===== src/hw/rtl/cld_pkg.sv =====
// Shared types, constants and helpers for the content-length deframer
package cld_pkg;

  localparam int unsigned HdrCntW  = 17;
  localparam int unsigned HdrMaxW  = 16;
  localparam int unsigned MsgMaxW  = 24;
  localparam int unsigned LenW     = 25;
  localparam int unsigned PrefixLen = 15;
  localparam int unsigned PosW     = 4;
  localparam int unsigned CfgIdxW  = 1;
  localparam int unsigned CfgDataW = 24;

  localparam logic [HdrMaxW-1:0] MaxHdrReset = 16'd4096;
  localparam logic [MsgMaxW-1:0] MaxMsgReset = 24'd1048576;
  localparam logic [LenW-1:0]    LenSat      = 25'h1000000;

  localparam logic [7:0] ChCr    = 8'h0D;
  localparam logic [7:0] ChLf    = 8'h0A;
  localparam logic [7:0] ChSpace = 8'h20;
  localparam logic [7:0] ChTab   = 8'h09;
  localparam logic [7:0] ChZero  = 8'h30;
  localparam logic [7:0] ChNine  = 8'h39;

  // Configuration register indexes
  typedef enum logic [CfgIdxW-1:0] {
    CFG_MAX_HEADER  = 1'b0,
    CFG_MAX_MESSAGE = 1'b1
  } cfg_idx_e;

  typedef enum logic [1:0] {
    ERR_NONE     = 2'd0,
    ERR_FAILED   = 2'd1,
    ERR_HDR_LONG = 2'd2,
    ERR_BAD_LEN  = 2'd3
  } err_e;

  // End-mark tracker: nothing, CR, CRLF, CRLFCR
  typedef enum logic [1:0] {
    MARK_NONE   = 2'd0,
    MARK_CR     = 2'd1,
    MARK_CRLF   = 2'd2,
    MARK_CRLFCR = 2'd3
  } mark_e;

  // Per-line parser phase
  typedef enum logic [1:0] {
    PH_PREFIX = 2'd0,
    PH_BLANK  = 2'd1,
    PH_DIGIT  = 2'd2,
    PH_SKIP   = 2'd3
  } phase_e;

  typedef struct packed {
    logic       body_valid;
    logic [7:0] body_byte;
    logic       body_last;
    err_e       error_code;
  } result_t;

  // Characters of "Content-Length:"
  function automatic logic [7:0] prefix_char(input logic [PosW-1:0] pos);
    logic [7:0] ch;
    case (pos)
      4'd0:    ch = 8'h43; // C
      4'd1:    ch = 8'h6F; // o
      4'd2:    ch = 8'h6E; // n
      4'd3:    ch = 8'h74; // t
      4'd4:    ch = 8'h65; // e
      4'd5:    ch = 8'h6E; // n
      4'd6:    ch = 8'h74; // t
      4'd7:    ch = 8'h2D; // -
      4'd8:    ch = 8'h4C; // L
      4'd9:    ch = 8'h65; // e
      4'd10:   ch = 8'h6E; // n
      4'd11:   ch = 8'h67; // g
      4'd12:   ch = 8'h74; // t
      4'd13:   ch = 8'h68; // h
      4'd14:   ch = 8'h3A; // :
      default: ch = 8'h00;
    endcase
    return ch;
  endfunction

endpackage


===== src/hw/rtl/content_length_deframer_top.sv =====
// A result is registered in the output buffer when its byte is accepted.
// One byte per cycle while in_stall_o is low; the per-byte parser update is one register stage.
// A two-entry result buffer lets one result wait while the next byte is taken.
// Reset (async, active low) clears parser state, drops buffered results and
// restores the limits to 4096 header bytes and 1048576 body bytes.
module content_length_deframer_top import cld_pkg::*; (
  input  logic                clk_i,
  input  logic                rst_ni,
  input  logic                cfg_valid_i,
  output logic                cfg_ready_o,
  input  logic [CfgIdxW-1:0]  cfg_index_i,
  input  logic [CfgDataW-1:0] cfg_data_i,
  input  logic                in_valid_i,
  output logic                in_stall_o,
  input  logic [7:0]          byte_in_i,
  output logic                out_valid_o,
  input  logic                out_stall_i,
  output logic                body_valid_o,
  output logic [7:0]          body_byte_o,
  output logic                body_last_o,
  output logic [1:0]          error_code_o
);

  logic [HdrMaxW-1:0] max_hdr_q;
  logic [MsgMaxW-1:0] max_msg_q;
  logic               buf_full;
  logic               accept;
  result_t            core_res, out_res;

  assign cfg_ready_o = 1'b1;
  assign in_stall_o  = buf_full;
  assign accept      = in_valid_i && !buf_full;

  // Limit registers
  always_ff @(posedge clk_i or negedge rst_ni) begin
    if (!rst_ni) begin
      max_hdr_q <= MaxHdrReset;
      max_msg_q <= MaxMsgReset;
    end else if (cfg_valid_i && cfg_ready_o) begin
      unique case (cfg_idx_e'(cfg_index_i))
        CFG_MAX_HEADER:  max_hdr_q <= cfg_data_i[HdrMaxW-1:0];
        CFG_MAX_MESSAGE: max_msg_q <= cfg_data_i[MsgMaxW-1:0];
        default: begin
        end
      endcase
    end
  end

  cld_core u_core (
    .clk_i     (clk_i),
    .rst_ni    (rst_ni),
    .accept_i  (accept),
    .byte_i    (byte_in_i),
    .max_hdr_i (max_hdr_q),
    .max_msg_i (max_msg_q),
    .result_o  (core_res)
  );

  cld_out_buf u_out_buf (
    .clk_i       (clk_i),
    .rst_ni      (rst_ni),
    .push_i      (accept),
    .push_data_i (core_res),
    .full_o      (buf_full),
    .out_valid_o (out_valid_o),
    .out_stall_i (out_stall_i),
    .out_data_o  (out_res)
  );

  assign body_valid_o = out_res.body_valid;
  assign body_byte_o  = out_res.body_byte;
  assign body_last_o  = out_res.body_last;
  assign error_code_o = out_res.error_code;

endmodule


===== src/hw/rtl/cld_core.sv =====
// Header parser and body counter: one state update per accepted byte
module cld_core import cld_pkg::*; (
  input  logic               clk_i,
  input  logic               rst_ni,
  input  logic               accept_i,
  input  logic [7:0]         byte_i,
  input  logic [HdrMaxW-1:0] max_hdr_i,
  input  logic [MsgMaxW-1:0] max_msg_i,
  output result_t            result_o
);

  logic                failed_q, failed_d;
  logic                in_body_q, in_body_d;
  logic [MsgMaxW-1:0]  remain_q, remain_d;
  logic [HdrCntW-1:0]  hdr_cnt_q, hdr_cnt_d;
  mark_e               mark_q, mark_d;
  phase_e              phase_q, phase_d;
  logic [PosW-1:0]     pos_q, pos_d;
  logic [LenW-1:0]     len_q, len_d;
  logic                seen_q, seen_d;
  logic                bad_q, bad_d;

  // Character classes
  logic       is_digit, is_blank;
  logic [3:0] digit_val;
  assign is_digit  = (byte_i >= ChZero) && (byte_i <= ChNine);
  assign is_blank  = (byte_i == ChSpace) || (byte_i == ChTab);
  assign digit_val = 4'(byte_i - ChZero);

  // Decimal accumulate with saturation
  logic [LenW+2:0] len_x10;
  logic [LenW-1:0] len_acc;
  assign len_x10 = {len_q, 3'b000} + {2'b00, len_q, 1'b0} + (LenW+3)'(digit_val);
  assign len_acc = (len_x10 > (LenW+3)'(LenSat)) ? LenSat : len_x10[LenW-1:0];

  // One ordinary line character
  phase_e          lc_phase;
  logic [PosW-1:0] lc_pos;
  logic [LenW-1:0] lc_len;
  logic            lc_bad;
  always_comb begin
    lc_phase = phase_q;
    lc_pos   = pos_q;
    lc_len   = len_q;
    lc_bad   = bad_q;
    unique case (phase_q)
      PH_PREFIX: begin
        if ((pos_q < PosW'(PrefixLen)) && (byte_i == prefix_char(pos_q))) begin
          lc_pos = pos_q + PosW'(1);
          if (lc_pos >= PosW'(PrefixLen)) begin
            lc_phase = PH_BLANK;
          end
        end else begin
          lc_phase = PH_SKIP;
        end
      end
      PH_BLANK: begin
        if (is_digit) begin
          lc_len   = LenW'(digit_val);
          lc_phase = PH_DIGIT;
        end else if (!is_blank) begin
          lc_bad   = 1'b1;
          lc_phase = PH_SKIP;
        end
      end
      PH_DIGIT: begin
        if (is_digit) begin
          lc_len = len_acc;
        end else begin
          lc_bad   = 1'b1;
          lc_phase = PH_SKIP;
        end
      end
      PH_SKIP: begin
      end
      default: begin
      end
    endcase
  end

  // A pending CR that turned out not to end the line: it spoils any length
  logic fl_bad;
  assign fl_bad = bad_q || (phase_q == PH_BLANK) || (phase_q == PH_DIGIT);

  // Step-level decisions
  logic               done;
  logic [HdrCntW-1:0] hdr_cnt_inc;
  logic               hdr_long;
  logic               len_bad;
  logic [MsgMaxW-1:0] remain_dec;
  assign done        = (mark_q == MARK_CRLFCR) && (byte_i == ChLf);
  assign hdr_cnt_inc = hdr_cnt_q + HdrCntW'(1);
  assign hdr_long    = !done && (hdr_cnt_inc > HdrCntW'(max_hdr_i));
  assign len_bad     = bad_q || !seen_q || (len_q == '0) || (len_q > LenW'(max_msg_i));
  assign remain_dec  = (remain_q == '0) ? '0 : remain_q - MsgMaxW'(1);

  // Next state
  logic clear_hdr;
  always_comb begin
    failed_d  = failed_q;
    in_body_d = in_body_q;
    remain_d  = remain_q;
    hdr_cnt_d = hdr_cnt_q;
    mark_d    = mark_q;
    phase_d   = phase_q;
    pos_d     = pos_q;
    len_d     = len_q;
    seen_d    = seen_q;
    bad_d     = bad_q;
    clear_hdr = 1'b0;
    if (accept_i && !failed_q) begin
      if (in_body_q) begin
        remain_d = remain_dec;
        if (remain_dec == '0) begin
          in_body_d = 1'b0;
          clear_hdr = 1'b1;
        end
      end else begin
        hdr_cnt_d = hdr_cnt_inc;
        unique case (mark_q)
          MARK_NONE: begin
            if (byte_i == ChCr) begin
              mark_d = MARK_CR;
            end else begin
              phase_d = lc_phase;
              pos_d   = lc_pos;
              len_d   = lc_len;
              bad_d   = lc_bad;
            end
          end
          MARK_CR: begin
            if (byte_i == ChLf) begin
              // Line end
              bad_d   = bad_q || (phase_q == PH_BLANK) ||
                        ((phase_q == PH_DIGIT) && seen_q);
              seen_d  = seen_q || (phase_q == PH_DIGIT);
              phase_d = PH_PREFIX;
              pos_d   = '0;
              mark_d  = MARK_CRLF;
            end else begin
              phase_d = PH_SKIP;
              bad_d   = fl_bad;
              mark_d  = (byte_i == ChCr) ? MARK_CR : MARK_NONE;
            end
          end
          MARK_CRLF: begin
            if (byte_i == ChCr) begin
              mark_d = MARK_CRLFCR;
            end else begin
              phase_d = lc_phase;
              pos_d   = lc_pos;
              len_d   = lc_len;
              bad_d   = lc_bad;
              mark_d  = MARK_NONE;
            end
          end
          MARK_CRLFCR: begin
            if (!done) begin
              phase_d = PH_SKIP;
              bad_d   = fl_bad;
              mark_d  = (byte_i == ChCr) ? MARK_CR : MARK_NONE;
            end
          end
          default: begin
          end
        endcase
        if (done) begin
          clear_hdr = 1'b1;
          if (len_bad) begin
            failed_d = 1'b1;
            remain_d = '0;
          end else begin
            in_body_d = 1'b1;
            remain_d  = len_q[MsgMaxW-1:0];
          end
        end else if (hdr_long) begin
          clear_hdr = 1'b1;
          failed_d  = 1'b1;
          in_body_d = 1'b0;
          remain_d  = '0;
        end
      end
    end
    if (clear_hdr) begin
      hdr_cnt_d = '0;
      mark_d    = MARK_NONE;
      phase_d   = PH_PREFIX;
      pos_d     = '0;
      len_d     = '0;
      seen_d    = 1'b0;
      bad_d     = 1'b0;
    end
  end

  // Result for the byte being accepted
  always_comb begin
    result_o = '{body_valid: 1'b0, body_byte: 8'h00, body_last: 1'b0,
                 error_code: ERR_NONE};
    if (failed_q) begin
      result_o.error_code = ERR_FAILED;
    end else if (in_body_q) begin
      result_o.body_valid = 1'b1;
      result_o.body_byte  = byte_i;
      result_o.body_last  = (remain_dec == '0);
    end else if (done) begin
      if (len_bad) begin
        result_o.error_code = ERR_BAD_LEN;
      end
    end else if (hdr_long) begin
      result_o.error_code = ERR_HDR_LONG;
    end
  end

  // State registers
  always_ff @(posedge clk_i or negedge rst_ni) begin
    if (!rst_ni) begin
      failed_q  <= 1'b0;
      in_body_q <= 1'b0;
      remain_q  <= '0;
      hdr_cnt_q <= '0;
      mark_q    <= MARK_NONE;
      phase_q   <= PH_PREFIX;
      pos_q     <= '0;
      len_q     <= '0;
      seen_q    <= 1'b0;
      bad_q     <= 1'b0;
    end else begin
      failed_q  <= failed_d;
      in_body_q <= in_body_d;
      remain_q  <= remain_d;
      hdr_cnt_q <= hdr_cnt_d;
      mark_q    <= mark_d;
      phase_q   <= phase_d;
      pos_q     <= pos_d;
      len_q     <= len_d;
      seen_q    <= seen_d;
      bad_q     <= bad_d;
    end
  end

endmodule


===== src/hw/rtl/cld_out_buf.sv =====
// Result register with a skid stage so input and output stall independently
module cld_out_buf import cld_pkg::*; (
  input  logic    clk_i,
  input  logic    rst_ni,
  input  logic    push_i,
  input  result_t push_data_i,
  output logic    full_o,
  output logic    out_valid_o,
  input  logic    out_stall_i,
  output result_t out_data_o
);

  logic    main_v_q, skid_v_q;
  result_t main_q, skid_q;
  logic    pop, main_free;

  assign pop       = main_v_q && !out_stall_i;
  assign main_free = !main_v_q || pop;

  // Valid bits
  always_ff @(posedge clk_i or negedge rst_ni) begin
    if (!rst_ni) begin
      main_v_q <= 1'b0;
      skid_v_q <= 1'b0;
    end else if (main_free) begin
      main_v_q <= skid_v_q || push_i;
      skid_v_q <= 1'b0;
    end else if (push_i) begin
      skid_v_q <= 1'b1;
    end
  end

  // Payload
  always_ff @(posedge clk_i) begin
    if (main_free) begin
      main_q <= skid_v_q ? skid_q : push_data_i;
    end else if (push_i) begin
      skid_q <= push_data_i;
    end
  end

  assign full_o      = skid_v_q;
  assign out_valid_o = main_v_q;
  assign out_data_o  = main_q;

endmodule


===== config.mk =====
export PLATFORM = sky130hd
export DESIGN_NAME = content_length_deframer_top
export DESIGN_NICKNAME = d
export VERILOG_FILES = /design/src/hw/rtl/cld_pkg.sv /design/src/hw/rtl/content_length_deframer_top.sv /design/src/hw/rtl/cld_core.sv /design/src/hw/rtl/cld_out_buf.sv
export SDC_FILE = /design/constraint.sdc
export NUM_CORES = 1
export LEC_CHECK = 0
export BUFFER_PORTS_ARGS = -buffer_cell sky130_fd_sc_hd__buf_4
export CAP_MARGIN = 20
export CORE_UTILIZATION = 55
export CTS_CLUSTER_DIAMETER = 100
export DETAILED_ROUTE_END_ITERATION = 8
export PLACE_DENSITY = 0.75
export REMOVE_ABC_BUFFERS = 1
export SETUP_SLACK_MARGIN = 0.15
export SLEW_MARGIN = 15
export SYNTH_ARGS = -nofsm -noshare
export SYNTH_HDL_FRONTEND = slang
export SYNTH_SLANG_ARGS = --single-unit

===== constraint.sdc =====
create_clock -name clk_i -period 4.8 [get_ports clk_i]
set_input_delay 0.72 -clock clk_i [delete_from_list [all_inputs] [get_ports clk_i]]
set_output_delay 0.72 -clock clk_i [all_outputs]
set_load 0.05 [all_outputs]

Yosys cells after proc, flatten, opt, wreduce, memory -nomap -nowiden
Memories as Yosys holds them, arrays and structs flattened.
Index checks and enable logic that the tools add are counted.
{"block": "totals", "regBits": 144, "latch_bits": 0, "ram_bits": 0, "rom_bits": 112, "inputBits": 38, "out_inout_bits": 15, "elab_cells": 204, "n_memories": 1}
{"block": "op_classes", "addsub": 6, "multipliers": 0, "div_mod_pow": 0, "n_lt_le_gt_ge": 7, "n_eq_ne": 28, "shifts": 0, "muxes": 86, "n_bitwise": 3, "n_reduce_logical": 51}
{"name": "(name not given)", "depth": 16, "width": 7, "rd": 1, "rd_clocked_by_memory_dff": 0, "wr": 0, "line": "cld_pkg.sv:63", "rtl": "case (pos)"}
{"cell": "25-bit 2-to-1 mux", "n": 8}
{"cell": "24-bit 2-to-1 mux", "n": 5}
{"cell": "17-bit 2-to-1 mux", "n": 3}
{"cell": "25-bit case mux with 2 select lines", "n": 1}
{"cell": "24-bit zero test", "n": 2}
{"cell": "2-bit 2-to-1 mux", "n": 23}
{"cell": "1-bit 2-to-1 mux", "n": 29}
{"cell": "28-bit by 26-bit adder with 28-bit output", "n": 1}
{"cell": "28-bit by 4-bit adder with 28-bit output", "n": 1}
{"cell": "28-bit by 25-bit > comparator with 1-bit output (second input constant)", "n": 1}
{"cell": "4-bit 2-to-1 mux", "n": 7}
{"cell": "25-bit by 24-bit > comparator with 1-bit output", "n": 1}
{"cell": "25-bit zero test", "n": 1}
{"cell": "8-bit by 4-bit == test with 1-bit output (second input constant)", "n": 3}
{"cell": "24-bit by 1-bit subtractor with 24-bit output (second input constant)", "n": 1}
{"cell": "10-bit 2-to-1 mux", "n": 2}
{"cell": "3-bit by 1-bit != test with 1-bit output (second input constant)", "n": 6}
{"cell": "17-bit by 1-bit adder with 17-bit output (second input constant)", "n": 1}
{"cell": "17-bit by 16-bit > comparator with 1-bit output", "n": 1}
{"cell": "8-bit AND reduction", "n": 2}
{"cell": "7-bit AND reduction", "n": 2}
{"cell": "12-bit 2-to-1 mux", "n": 1}
{"cell": "4-bit != test (second input constant)", "n": 3}
{"cell": "2-bit case mux with 3 select lines", "n": 2}
{"cell": "other kinds (32)", "n": 74}

Longest topological paths before layout
Gate-level depths: netlist of run 1.
{"block": "depth", "depth_word": 11, "ltp_mapped": 20}

Hierarchy
A second synthesis of run 1 with hierarchy kept.
{"block": "hier_totals", "cells_unflattened": 1174, "hier_area_um2": 10731.5}
{"module": "cld_core", "n_inst": 1, "cells_each": 1042, "area_each_um2": 8097.8, "seq_area_each_um2": 1951.9}
{"module": "content_length_deframer_top", "n_inst": 1, "cells_each": 89, "area_each_um2": 1657.8, "seq_area_each_um2": 1003.5}
{"module": "cld_out_buf", "n_inst": 1, "cells_each": 43, "area_each_um2": 975.9, "seq_area_each_um2": 770.7}

Worst setup path before layout of run 1
No wires, ideal clock.
{"block": "synth_timing", "kind": "reg2reg", "startpoint": "reg u_core.hdr_cnt_q[2]", "endpoint": "reg u_core.pos_q[0]", "setup_ps": 119, "t_arrival_ps": 4189, "t_required_ps": 4681, "setup_slack_ps": 492, "path_stages_with_launch": 19, "n_path_buf": 1, "synth_period_minus_slack_ps": 4308, "path_cell_list": "dfrtp_1 nand3_1 nor2_1 and3_1 clkbuf_1 nand2_1 nor2_1 nand3_1 xnor2_1 ha_1 nand2_1 nor4_1 a41oi_1 nand3b_1 a21oi_1 nor2_1 a211oi_1 nor4_2 a21bo_2"}
{"block": "synth_between", "elab_chain_cells": 9, "elab_cells_between_ends": 16}
{"element": "start, declared", "line": "cld_core.sv:15", "rtl": "logic [HdrCntW-1:0] hdr_cnt_q, hdr_cnt_d;"}
{"element": "start signal, assigned", "line": "cld_core.sv:231", "rtl": "hdr_cnt_q <= hdr_cnt_d;"}
{"element": "17-bit by 1-bit adder with 17-bit output (*)", "line": "cld_core.sv:92", "rtl": "assign hdr_cnt_inc = hdr_cnt_q + HdrCntW'(1);"}
{"element": "17-bit by 16-bit > comparator with 1-bit output (*)", "line": "cld_core.sv:93", "rtl": "assign hdr_long = !done && (hdr_cnt_inc > HdrCntW'(max_hdr_i));"}
{"element": "1-bit logical AND (*)", "line": "cld_core.sv:93"}
{"element": "1-bit 2-to-1 mux (*)", "line": "cld_core.sv:176", "rtl": "end else if (hdr_long) begin"}
{"element": "1-bit 2-to-1 mux (*)", "line": "cld_core.sv:167", "rtl": "if (done) begin"}
{"element": "1-bit 2-to-1 mux (*)", "line": "cld_core.sv:112", "rtl": "if (in_body_q) begin"}
{"element": "1-bit 2-to-1 mux (*)", "line": "cld_core.sv:111", "rtl": "if (accept_i && !failed_q) begin"}
{"element": "3-bit by 1-bit != test with 1-bit output (no line) (tied with other cells)"}
{"element": "7-bit AND reduction (no line)"}
{"element": "end signal, assigned", "line": "cld_core.sv:234", "rtl": "pos_q <= pos_d;"}
{"element": "end, declared", "line": "cld_core.sv:18", "rtl": "logic [PosW-1:0] pos_q, pos_d;"}
Mark *: on every way between the ends. The rest lies on a longest branch, timed or not.
A chain may end at the register's enable or synchronous reset.

Worst setup path in the final report of run 1
{"block": "layout_timing", "startpoint": "reg u_core.len_q[0]", "endpoint": "reg u_core.len_q[8]"}
{"block": "layout_between", "elab_chain_cells": 11}
{"element": "start, declared", "line": "cld_core.sv:19", "rtl": "logic [LenW-1:0] len_q, len_d;"}
{"element": "start signal, assigned", "line": "cld_core.sv:235", "rtl": "len_q <= len_d;"}
{"element": "28-bit by 26-bit adder with 28-bit output (*)", "line": "cld_core.sv:33", "rtl": "assign len_x10 = {len_q, 3'b000} + {2'b00, len_q, 1'b0} + (LenW+3)'(digit_val);"}
{"element": "28-bit by 4-bit adder with 28-bit output (*)", "line": "cld_core.sv:33"}
{"element": "28-bit by 25-bit > comparator with 1-bit output", "line": "cld_core.sv:34", "rtl": "assign len_acc = (len_x10 > (LenW+3)'(LenSat)) ? LenSat : len_x10[LenW-1:0];"}
{"element": "25-bit 2-to-1 mux (*)", "line": "cld_core.sv:34"}
{"element": "25-bit 2-to-1 mux (*)", "line": "cld_core.sv:67", "rtl": "if (is_digit) begin"}
{"element": "25-bit case mux with 2 select lines (*)", "line": "cld_core.sv:46", "rtl": "unique case (phase_q)"}
{"element": "25-bit 2-to-1 mux (*)", "line": "cld_core.sv:122, cld_core.sv:147"}
{"element": "25-bit 2-to-1 mux (*)"}
{"element": "25-bit 2-to-1 mux (*)", "line": "cld_core.sv:112"}
{"element": "25-bit 2-to-1 mux (*)", "line": "cld_core.sv:111"}
{"element": "25-bit 2-to-1 mux (*)", "line": "cld_core.sv:184", "rtl": "if (clear_hdr) begin"}
Mark *: on every way between the ends. The rest lies on a longest branch, timed or not. The select of a mux whose other input is x is not followed.

==> impl_metrics.ini, run 1 <==
[run_status]
status = finished with violations
violations = DRC

[critical_path]
worstReg2RegStart = u_core.len_q[0]
cp_slowest_cell = fa_1
rrSetupSlack_ps = 410
crit_path_start_kind = flip-flop
reg2reg_to = u_core.len_q[8]
crit_required_ps = 5140
critPathArrivalTime_ps = 4730
crit_chain = inv_1 > fa_1 > fa_1 > nand2b_1 > a211oi_1 > nor2b_1 > mux2i_1 > or4_1 > nor4_1 > nand4_1 > o41a_1 > buf_4 > o21ai_1
crit_path_end_kind = flip-flop
path_class = reg2reg
critPathMostFrequentCell = fa_1
crit_fanout = 22
r2r_cells = 13
critical_path.max_stage_delay_ps = 540

[drt]
routed_wl_um = 27100
vias = 8923
vias_per_cell = 6.28
drc = 6
wl_met3_um = 1530
highest_layer = met4
drtIter0Drc = 776
postRouteAntennaNets = 0
met1Wirelength_um = 12300
met2_length_um = 12300
drt_pass1_iterations = 7
wire_per_inst_um = 19.1

[synthesis]
syn_inst = 1140
netlist_area_mm2 = 0.0103
synth-seq-cells = 144
async_flop_share_pct = 83.3
synth-edff-count = 24
synth_top_flop_cell = dfrtp_1
synth.distinct_cells = 85
ys_warn_count = 0
ys_seq_area_share_pct = 36.3
avgSynthCellArea_um2 = 9.00

[cells_and_area]
num_antenna_cells = 0
num-nets-final = 1316
num-fill-cells = 1509
drive_gt1_share_pct = 13.9
multi_input_area_mm2 = 0.00607
areaGrowthSynthToFinish_pct = 11.8
regArea_mm2 = 0.00373

[grt]
grt_pass1_vias = 8515
grt_max_degree = 68
grt_usage_pct = 28.9
grt_pass1_wl_um = 44300
grt-ovfl-total = 0
antenna_found_initial = 0

[power_and_ir_drop]
peakVddDrop_uv = 213
power_density_mw_per_mm2 = 358
finalPower_mw = 4.11
p_leak_nw = 5.27

[timing]
final-hold-violation-count = 0
worst-slew-pin-transition_ps = 1020
setup_tns_ps = 0
finalCriticalPeriod_ps = 4390
max-slew-margin-rel_pct = 31.6
fin_crit_sh_pct = 91.4
finClkSkew_ps = 8.84
report.final.slew_viol_count = 0
report.final.setup_viol = 0
fmax_mhz = 228
rsz0062_at_grt = false

[placed_design]
gp_congestion = 0.930
port_buffers = 51
dpl.hpwl_um = 19700

[clocking]
cts_max_level = 4
numClockSinks = 144
numCtsBuffers = 17
root_buffer = clkbuf_16
clk_latency_ps = 430
cts.reportedPaths.clkPinSlew_ps = 60
cts_tree = yes
clock_path_buffers = 2

[floorplan]
start_util_pct = 56.5
core-area_mm2 = 0.0181
dieArea_mm2 = 0.0192
die_h_um = 139
boundaryPins = 53
die_w_um = 139
row_count = 49

[run]
cap_violations = 0

[min_path]
hold_class = in2async
[final cells by class]
| cell class | count | share of cell area, % |
|---|---|---|
| clock buffers | 18 | 3.83 |
| repair buffers | 70 | 4.80 |
| inverters | 70 | 2.29 |
| flip-flops and latches | 144 | 32.5 |
| clock inverters | 14 | 1.23 |
| well taps | 229 | 2.50 |
| multi-input cells | 875 | 52.9 |
[synthesized netlist by cell type (5+ instances only)]
cell type / number / area, um2
a211oi_1: 15 / 113
a21o_1: 11 / 82.6
a21oi_1: 52 / 260
a22o_1: 8 / 70.1
a22oi_1: 7 / 52.6
a31oi_1: 12 / 75.1
a32oi_1: 7 / 61.3
and2_1: 15 / 93.8
and3_1: 7 / 43.8
clkbuf_1: 39 / 146
dfrtp_1: 118 / 2950
edfxtp_1: 24 / 721
ha_1: 98 / 1230
inv_1: 70 / 263
mux2_2: 35 / 394
mux2i_1: 5 / 50.1
nand2_1: 104 / 390
nand2b_1: 11 / 68.8
nand3_1: 37 / 185
nand3b_1: 10 / 75.1
nand4_1: 19 / 119
nor2_1: 86 / 323
nor2b_1: 8 / 50.1
nor3_1: 21 / 105
nor4_1: 16 / 100
o211ai_1: 5 / 37.5
o21a_1: 7 / 52.6
o21ai_0: 102 / 510
o21ai_1: 21 / 105
o21bai_1: 5 / 37.5
o31ai_1: 14 / 105
or2_2: 6 / 37.5
or3_1: 5 / 31.3
xnor2_1: 27 / 236
xor2_1: 21 / 184
[worst max-delay path, delay by kind of cell (launching register included)]
family                   cells  cell delay, ps
flip-flops                   1             470
AO/OA/AOI/OAI                3             960
adder cells (fa/ha/maj)      2            1010
buffers and inverters        2             390
AND/OR/NAND/NOR              5            1320
multiplexers                 1             160
[where the power goes]
group / switching, mW / internal, mW
logic: 0.747 / 0.534
registers: 0.147 / 1.37
clock network: 0.535 / 0.776
total: 1.43 / 2.68
[how the worst max path moves through the flow]
stage          slack (ps)                 from          endpoint  cells after the start
6_report              410      u_core.len_q[0]   u_core.len_q[8]                     13
5_1_grt               160  u_core.hdr_cnt_q[2]  u_core.len_q[11]                     18
4_1_cts               360  u_core.hdr_cnt_q[2]  u_core.len_q[16]                     18
3_5_place_dp          190         byte_in_i[3]  u_core.len_q[18]                     14
3_3_place_gp          190         byte_in_i[3]   u_core.len_q[0]                     14
2_1_floorplan         150  u_core.hdr_cnt_q[2]   u_core.len_q[1]                     17
[state kept, by name, indices dropped and copies added (netlist names), 2 cells and up]
register / cells
u_core.pos_q: 4
u_core.phase_q: 2
u_out_buf.skid_q: 12
max_msg_q: 24
max_hdr_q: 16
u_out_buf.out_data_o: 12
u_core.hdr_cnt_q: 17
u_core.len_q: 25
u_core.remain_q: 24
u_core.mark_q: 2
[logic make-up (layout without fill, tap and decap cells)]
family / after synthesis / after routing / share of synthesized area [%]
AO/OA/AOI/OAI: 314 / 314 / 19.7
XOR/XNOR: 48 / 48 / 4.10
adder cells (fa/ha/maj): 100 / 100 / 12.3
buffers and inverters: 121 / 172 / 4.80
flip-flops: 144 / 144 / 36.3
multiplexers: 42 / 42 / 4.62
other: 1 / 1 / 0.0365
AND/OR/NAND/NOR: 370 / 370 / 18.1
[metrics by stage]
stage               hold WS [ps]  utilization [%]  worst slack (ps)  instances  cell area [um2]
finish                       417             63.2               413       1420            11500
global route                 474             63.2               157       1420            11500
CTS                          450             63.2               356       1420            11500
detailed placement           495             60.0               193       1388            10900
global placement             486             60.0               195       1388            10900
floorplan                    424                -               154       1089            10000
[routing by layer]
metal | up-vias | GRT usage [%]
met4 | 0 | 11.1
met3 | 57 | 4.63
met1 | 4321 | 39.5
met5 | - | 0
met2 | 296 | 46.1
li1 | 4249 | -
[layout by cell type, fill, tap and decap left out, drive strengths merged, types with 7 or more instances in the layout]
master | Yosys | final
o21ai | 123 | 123
dfrtp | 118 | 118
nand2 | 106 | 106
ha | 98 | 98
nor2 | 86 | 86
inv | 70 | 71
buf | 12 | 70
a21oi | 53 | 53
nand3 | 37 | 37
mux2 | 37 | 37
xnor2 | 27 | 27
edfxtp | 24 | 24
nor3 | 22 | 22
xor2 | 21 | 21
nand4 | 19 | 19
clkbuf | 39 | 18
nor4 | 18 | 18
and2 | 15 | 15
a211oi | 15 | 15
o31ai | 15 | 15
a31oi | 12 | 12
nand2b | 11 | 11
a21o | 11 | 11
nand3b | 10 | 10
a22o | 8 | 8
nor2b | 8 | 8
clkinv | 0 | 8
and3 | 7 | 7
o21a | 7 | 7
a22oi | 7 | 7
a32oi | 7 | 7
[timing repair]
item | CTS | global route
hold buffers | 0 | 0
setup endpoints to repair | 0 | 39
resized for setup | 0 | 2
setup buffers | 0 | 0
Note: power is estimated with default switching activity, not from simulation.
==> run 2: changes to the inputs <==
--- a/config.mk
+++ b/config.mk
@@ -10,7 +10,8 @@
 export CORE_UTILIZATION = 55
 export CTS_CLUSTER_DIAMETER = 100
 export DETAILED_ROUTE_END_ITERATION = 8
-export PLACE_DENSITY = 0.75
+export GPL_TIMING_DRIVEN = 1
+export PLACE_DENSITY = 0.78
 export REMOVE_ABC_BUFFERS = 1
 export SETUP_SLACK_MARGIN = 0.15
 export SLEW_MARGIN = 15
==> constraint.sdc (replaced) <==
create_clock -name clk_i -period 4 [get_ports clk_i]
set_input_delay 0.6 -clock clk_i [delete_from_list [all_inputs] [get_ports clk_i]]
set_output_delay 0.6 -clock clk_i [all_outputs]
set_load 0.05 [all_outputs]
==> run 2 against run 1 <==
The run still ends with DRC left. Final cell count up 4.9%. Count of clock-buffer cells in the layout did not move. Power up 31%. Clock skew increased by 1.4 ps. Maximum frequency up 14%. Highest routed layer unchanged. Critical path type unchanged. Sequential cell count unchanged. Clock power is 24% higher. Wire length increased by 5.0%.
==> impl_metrics.ini, run 2 (synthesis results as in run 1) <==
[floorplan]
die_w_um = 139
core-area_mm2 = 0.0181
row_count = 49
die_h_um = 139
boundaryPins = 53
start_util_pct = 56.5
dieArea_mm2 = 0.0192

[timing]
final-hold-violation-count = 0
max-slew-margin-rel_pct = 38.8
finClkSkew_ps = 10.2
fin_crit_sh_pct = 96.2
finalCriticalPeriod_ps = 3850
rsz0062_at_grt = true
report.final.slew_viol_count = 0
worst-slew-pin-transition_ps = 914
report.final.setup_viol = 0
fmax_mhz = 260

[critical_path]
reg2reg_to = u_core.len_q[7]
r2r_cells = 13
crit_path_end_kind = flip-flop
crit_fanout = 22
worstReg2RegStart = u_core.len_q[0]
crit_required_ps = 4350
cp-startpoint = u_core.len_q[0]
critPathArrivalTime_ps = 4200
crit_path_end = u_core.len_q[7]
rrSetupSlack_ps = 150
crit_path_start_kind = flip-flop
path_class = reg2reg

[cells_and_area]
finish.instance_area_mm2 = 0.0124
areaGrowthSynthToFinish_pct = 21.0
drive_gt1_share_pct = 22.4
reg_top3 = u_core.len_q x25, max_msg_q x24, u_core.remain_q x24
num-fill-cells = 1427
num-nets-final = 1386
largest_reg_flops = 25
num_antenna_cells = 0
regMostFlops = u_core.len_q
final_cell_mix = 124 x buf_4, 118 x dfrtp_1, 101 x nand2_1, 101 x o21ai_0, 95 x ha_1
final_common_cell = buf_4

[clocking]
cts_max_level = 4
clk_latency_ps = 440
cts_tree = yes
root_buffer = clkbuf_16
clock_path_buffers = 2
cts.reportedPaths.clkPinSlew_ps = 60
numClockSinks = 144
cts_hold_buf = 0
numCtsBuffers = 17

[grt]
grt_max_degree = 63
grt_pass1_wl_um = 45200
antenna_found_initial = 0
grt-ovfl-total = 0
grt_pass1_vias = 8796
grt_usage_pct = 29.7

[run_status]
status = finished with violations
violations = DRC

[placed_design]
port_buffers = 51
place_area_mm2 = 0.0113
dpl.hpwl_um = 20600
gp_congestion = 0.935

[drt]
drtIter0Drc = 854
wire_per_inst_um = 19.1
vias = 9319
postRouteAntennaNets = 0
drt_pass1_iterations = 7
drc = 2
routed_wl_um = 28400
vias_per_cell = 6.25

[run]
cap_violations = 0

[power_and_ir_drop]
power_density_mw_per_mm2 = 434
peakVddDrop_uv = 281
finalPower_mw = 5.38
p_leak_nw = 5.73

[min_path]
hold_class = in2async
## run 2: changes by cell type in the layout (fill, tap and decap cells not counted), sizes merged
| cell | previous run | this run |
|---|---|---|
| inv | 71 | 72 |
| bufinv | 2 | 3 |
| buf | 70 | 139 |
| clkinvlp | 3 | 1 |
| clkbuf | 18 | 19 |
## run 2: area by class of cell
class	instances	area (um2)	share of cell area [%]
flip-flops and latches	144	3730	30.0
multi-input cells	875	6380	51.4
clock buffers	18	429	3.46
inverters	70	263	2.12
clock inverters	14	164	1.32
repair buffers	140	1160	9.34
well taps	229	287	2.31
## run 2: metal layers
layer / vias up / track usage (%) / wire [um]
li1: 4403 / - / -
met1: 4513 / 40.3 / 12300
met2: 347 / 46.7 / 13300
met3: 56 / 5.59 / 1920
met4: 0 / 12.0 / 828
met5: - / 0 / 0
## run 2: worst max-delay path, cell delays in order (launching register included)
cell and delay, ps:
dfrtp_1 420, inv_2 90, fa_2 470, fa_2 410, nand2b_4 170, a211oi_4 250
nor2b_2 80, mux2i_1 140, or4_4 550, nor4_4 300, nand4_1 120, o41a_1 420
buf_12 180, o21ai_1 150
## run 2: power breakdown
part           total [mW]  switching (mW)  leakage [nW]  internal (mW)
clock                1.62           0.640         0.290          0.978
combinational        1.98            1.11          3.65          0.871
sequential           1.79           0.140          1.79           1.65
total                5.38            1.89          5.73           3.49
## run 2: how the worst min path moves through the flow
stage,start,end,slack [ps],depth (start not counted)
5_1_grt,rst_ni,max_hdr_q[0],310,1
3_5_place_dp,max_msg_q[9],max_msg_q[9],500,1
4_1_cts,rst_ni,max_hdr_q[0],270,1
2_1_floorplan,rst_ni,max_hdr_q[0],300,0
3_3_place_gp,max_msg_q[18],max_msg_q[18],490,1
6_report,rst_ni,max_hdr_q[0],230,1
## run 2: what timing repair did
item	4_1_cts	5_1_grt
cloned	0	1
setup buffers	3	8
gates resized for setup	15	59
setup endpoints to repair	58	65
pin swaps	6	27
## run 2: per-stage QoR
stage                     TNS, ps  hold slack (ps)  utilization, %  setup WS [ps]  cells
final                           0              234            68.4            152   1490
after global routing            0              310            68.4           39.5   1490
after global placement      -6990              488            62.4           -317   1444
after detailed placement    -8140              495            62.4           -381   1444
after floorplan            -21180              304               -           -646   1089
after CTS                       0              272            66.1            158   1479
==> run 3: changes to the inputs <==
--- a/config.mk
+++ b/config.mk
@@ -5,16 +5,18 @@
 export SDC_FILE = /design/constraint.sdc
 export NUM_CORES = 1
 export LEC_CHECK = 0
+export ABC_AREA = 1
 export BUFFER_PORTS_ARGS = -buffer_cell sky130_fd_sc_hd__buf_4
 export CAP_MARGIN = 20
 export CORE_UTILIZATION = 55
 export CTS_CLUSTER_DIAMETER = 100
 export DETAILED_ROUTE_END_ITERATION = 8
 export GPL_TIMING_DRIVEN = 1
-export PLACE_DENSITY = 0.78
+export PLACE_DENSITY = 0.77
 export REMOVE_ABC_BUFFERS = 1
 export SETUP_SLACK_MARGIN = 0.15
 export SLEW_MARGIN = 15
 export SYNTH_ARGS = -nofsm -noshare
 export SYNTH_HDL_FRONTEND = slang
+export SYNTH_HIERARCHICAL = 1
 export SYNTH_SLANG_ARGS = --single-unit
==> run 3 against run 2 <==
The run now ends clean. Maximum frequency up 6.5%. Count of clock-buffer cells in the layout unchanged. Power shrank 31%. Via count rose by 19%. Largest power group is now registers. Critical endpoint is now u_core/len_q[7]. Die area rose by 9.5%. Sequential share of layout area down 0.31 points. Synthesized area rose by 9.6%. Non-clock buffer count is 61 lower.
==> impl_metrics.ini, run 3 <==
[run_status]
status = completed

[grt]
grt_usage_pct = 30.8
grt_pass1_vias = 10400
grt_max_degree = 73
grt-ovfl-total = 0
grt_pass1_wl_um = 52300
antenna_found_initial = 0

[synthesis]
synth_top_flop_cell = dfrtp_1
ys_seq_area_share_pct = 33.1
avgSynthCellArea_um2 = 6.96
async_flop_share_pct = 83.3
synthTopCellsByCount = 473 x nand2_1, 187 x inv_1, 170 x nor2_1
synth.top_cell.area_share_pct = 26.2
muxShareOfSynthArea_pct = 0
syn_inst = 1616
synth_top_family_by_area = simple AND/OR/NAND/NOR gates
synthXorXnorAreaFrac_pct = 2.18
synth-seq-cells = 144
yosysMostFrequentCell = nand2_1
synth-edff-count = 24
synth_compound_gate_area_share_pct = 8.54
yosys.area_share.simple_pct = 35.9
ys_warn_count = 6
synth.area.top_cells = dfrtp_1 26%, nand2_1 16%, ha_1 11%
synth_fa_ha_area_share_pct = 11.4
yosys.area.top_type = dfrtp_1
synth.distinct_cells = 48
netlist_area_mm2 = 0.0112

[power_and_ir_drop]
finalPower_mw = 3.73
peakVddDrop_uv = 300
p_leak_nw = 6.78
power_density_mw_per_mm2 = 297

[critical_path]
crit_path_end_kind = flip-flop
crit_fanout = 8
critPathMostFrequentCell = nand2_1
crit_chain = ha_1 > nand2_1 > nor2_1 > nand3_1 > nor2_1 > nand2_1 > nor3_1 > nand3_1 > xor2_2 > ha_1 > a21o_1 > a21oi_1 > nand2_1 > nand2_1 > nand3_2 > nand2_2 > inv_2 > nand2_1 > nand2_1 > nor2_8 > buf_4 > nand3_1 > nand2_1
critPathArrivalTime_ps = 3970
crit_required_ps = 4350
path_class = reg2reg
critical_path.max_stage_delay_ps = 420
cp_slowest_cell = dfrtp_1
crit_path_start_kind = flip-flop

[drt]
drt_pass1_iterations = 6
vias_per_cell = 5.70
routed_wl_um = 31500
drtIter0Drc = 831
postRouteAntennaNets = 0
vias = 11100
drc = 0
wire_per_inst_um = 16.2

[cells_and_area]
fin_util_pct = 63.4
reg_top3 = u_core/len_q x25, max_msg_q x24, u_core/remain_q x24
drive_gt1_share_pct = 8.76
num-fill-cells = 1814
final_cell_mix = 472 x nand2_1, 186 x inv_1, 169 x nor2_1
largest_reg_flops = 25
num-nets-final = 1804
finish.instance_area_mm2 = 0.0125
areaGrowthSynthToFinish_pct = 11.5
final_common_cell = nand2_1
num_antenna_cells = 0
regMostFlops = u_core/len_q

[clocking]
cts_tree = yes
root_buffer = clkbuf_16
numClockSinks = 144
clk_latency_ps = 420
clock_path_buffers = 2
cts.reportedPaths.clkPinSlew_ps = 70
numCtsBuffers = 17
cts_max_level = 4

[floorplan]
row_count = 51
start_util_pct = 56.9
core-area_mm2 = 0.0198
dieArea_mm2 = 0.0210
die_h_um = 145
boundaryPins = 53
die_w_um = 145

[placed_design]
post-place-ws_ps = 243
dpl.hpwl_um = 23900
place_area_mm2 = 0.0119
gp_congestion = 0.967
port_buffers = 51

[timing]
report.final.slew_viol_count = 0
finalCriticalPeriod_ps = 3610
worst-slew-pin-transition_ps = 958
finClkSkew_ps = 11.2
fin_crit_sh_pct = 90.4
fmax_mhz = 277
final-hold-violation-count = 0
timing.final.ws_setup_ps = 386
max-slew-margin-rel_pct = 36.1
report.final.setup_viol = 0
rsz0062_at_grt = false
setup_tns_ps = 0

[min_path]
hold_class = in2async

[run]
cap_violations = 0
==> run 3: cell families after synthesis <==
| family | Yosys count |
|---|---|
| and+or+nand+nor | 930 |
| buffers and inverters | 241 |
| AOI/OAI and AO/OA | 171 |
| DFF | 144 |
| adders and majority gates | 101 |
| xor gates and xnor gates | 28 |
| other | 1 |
==> run 3: final timing paths <==
kind | start | end | slack [ps] | depth (start not counted)
min | rst_ni | u_core/remain_q[22] | 300 | 1
max reg2reg | u_core/hdr_cnt_q[0] | u_core/len_q[7] | 390 | 23
max | u_core/hdr_cnt_q[0] | u_core/len_q[7] | 390 | 23
min reg2reg | max_hdr_q[11] | max_hdr_q[11] | 470 | 2
min in group clk_i | cfg_data_i[17] | max_msg_q[17] | 400 | 3
max in group asynchronous | rst_ni | max_hdr_q[12] | 2800 | 2
==> run 3: through the flow <==
step	std cells	hold slack [ps]
2_1_floorplan	1567	304
3_3_place_gp	1904	454
3_5_place_dp	1904	459
4_1_cts	1936	359
5_1_grt	1943	398
6_report	1943	302
==> run 3: layout make-up <==
cell class | count | area [um2] | share of cell area, %
timing repair buffer | 79 | 613 | 4.89
sequential | 144 | 3730 | 29.7
clock buffer | 18 | 430 | 3.43
clock inverter | 14 | 139 | 1.11
inverter | 192 | 726 | 5.79
multi-input combinational | 1231 | 6580 | 52.4
tap | 265 | 332 | 2.64
==> run 3: repair_timing <==
action                     CTS  global route
buffers inserted             0             7
gates resized for setup      0            12
setup endpoints to repair    0            63
hold buffers                 0             0
==> run 3: power by group <==
group	total (mW)	switching [mW]	internal (mW)
Clock	1.56	0.679	0.879
Sequential	1.65	0.0611	1.58
Combinational	0.527	0.351	0.176
Total	3.73	1.09	2.64
==> run 3: worst max-delay path, delay by kind of cell, from the launching register on <==
kind,cells,cell delay [ps]
AO/OA/AOI/OAI,2,330
buffers and inverters,2,200
AND/OR/NAND/NOR,16,1930
flip-flops,1,420
adder cells (fa/ha/maj),2,490
XOR/XNOR,1,180
==> run 3: metal layers <==
layer / vias to the layer above / global-route usage [%] / part of all wire, %
li1: 5455 / - / -
met1: 5132 / 41.7 / 45
met2: 428 / 49.9 / 46
met3: 63 / 3.93 / 6.1
met4: 0 / 12.4 / 3.2
met5: - / 0 / 0
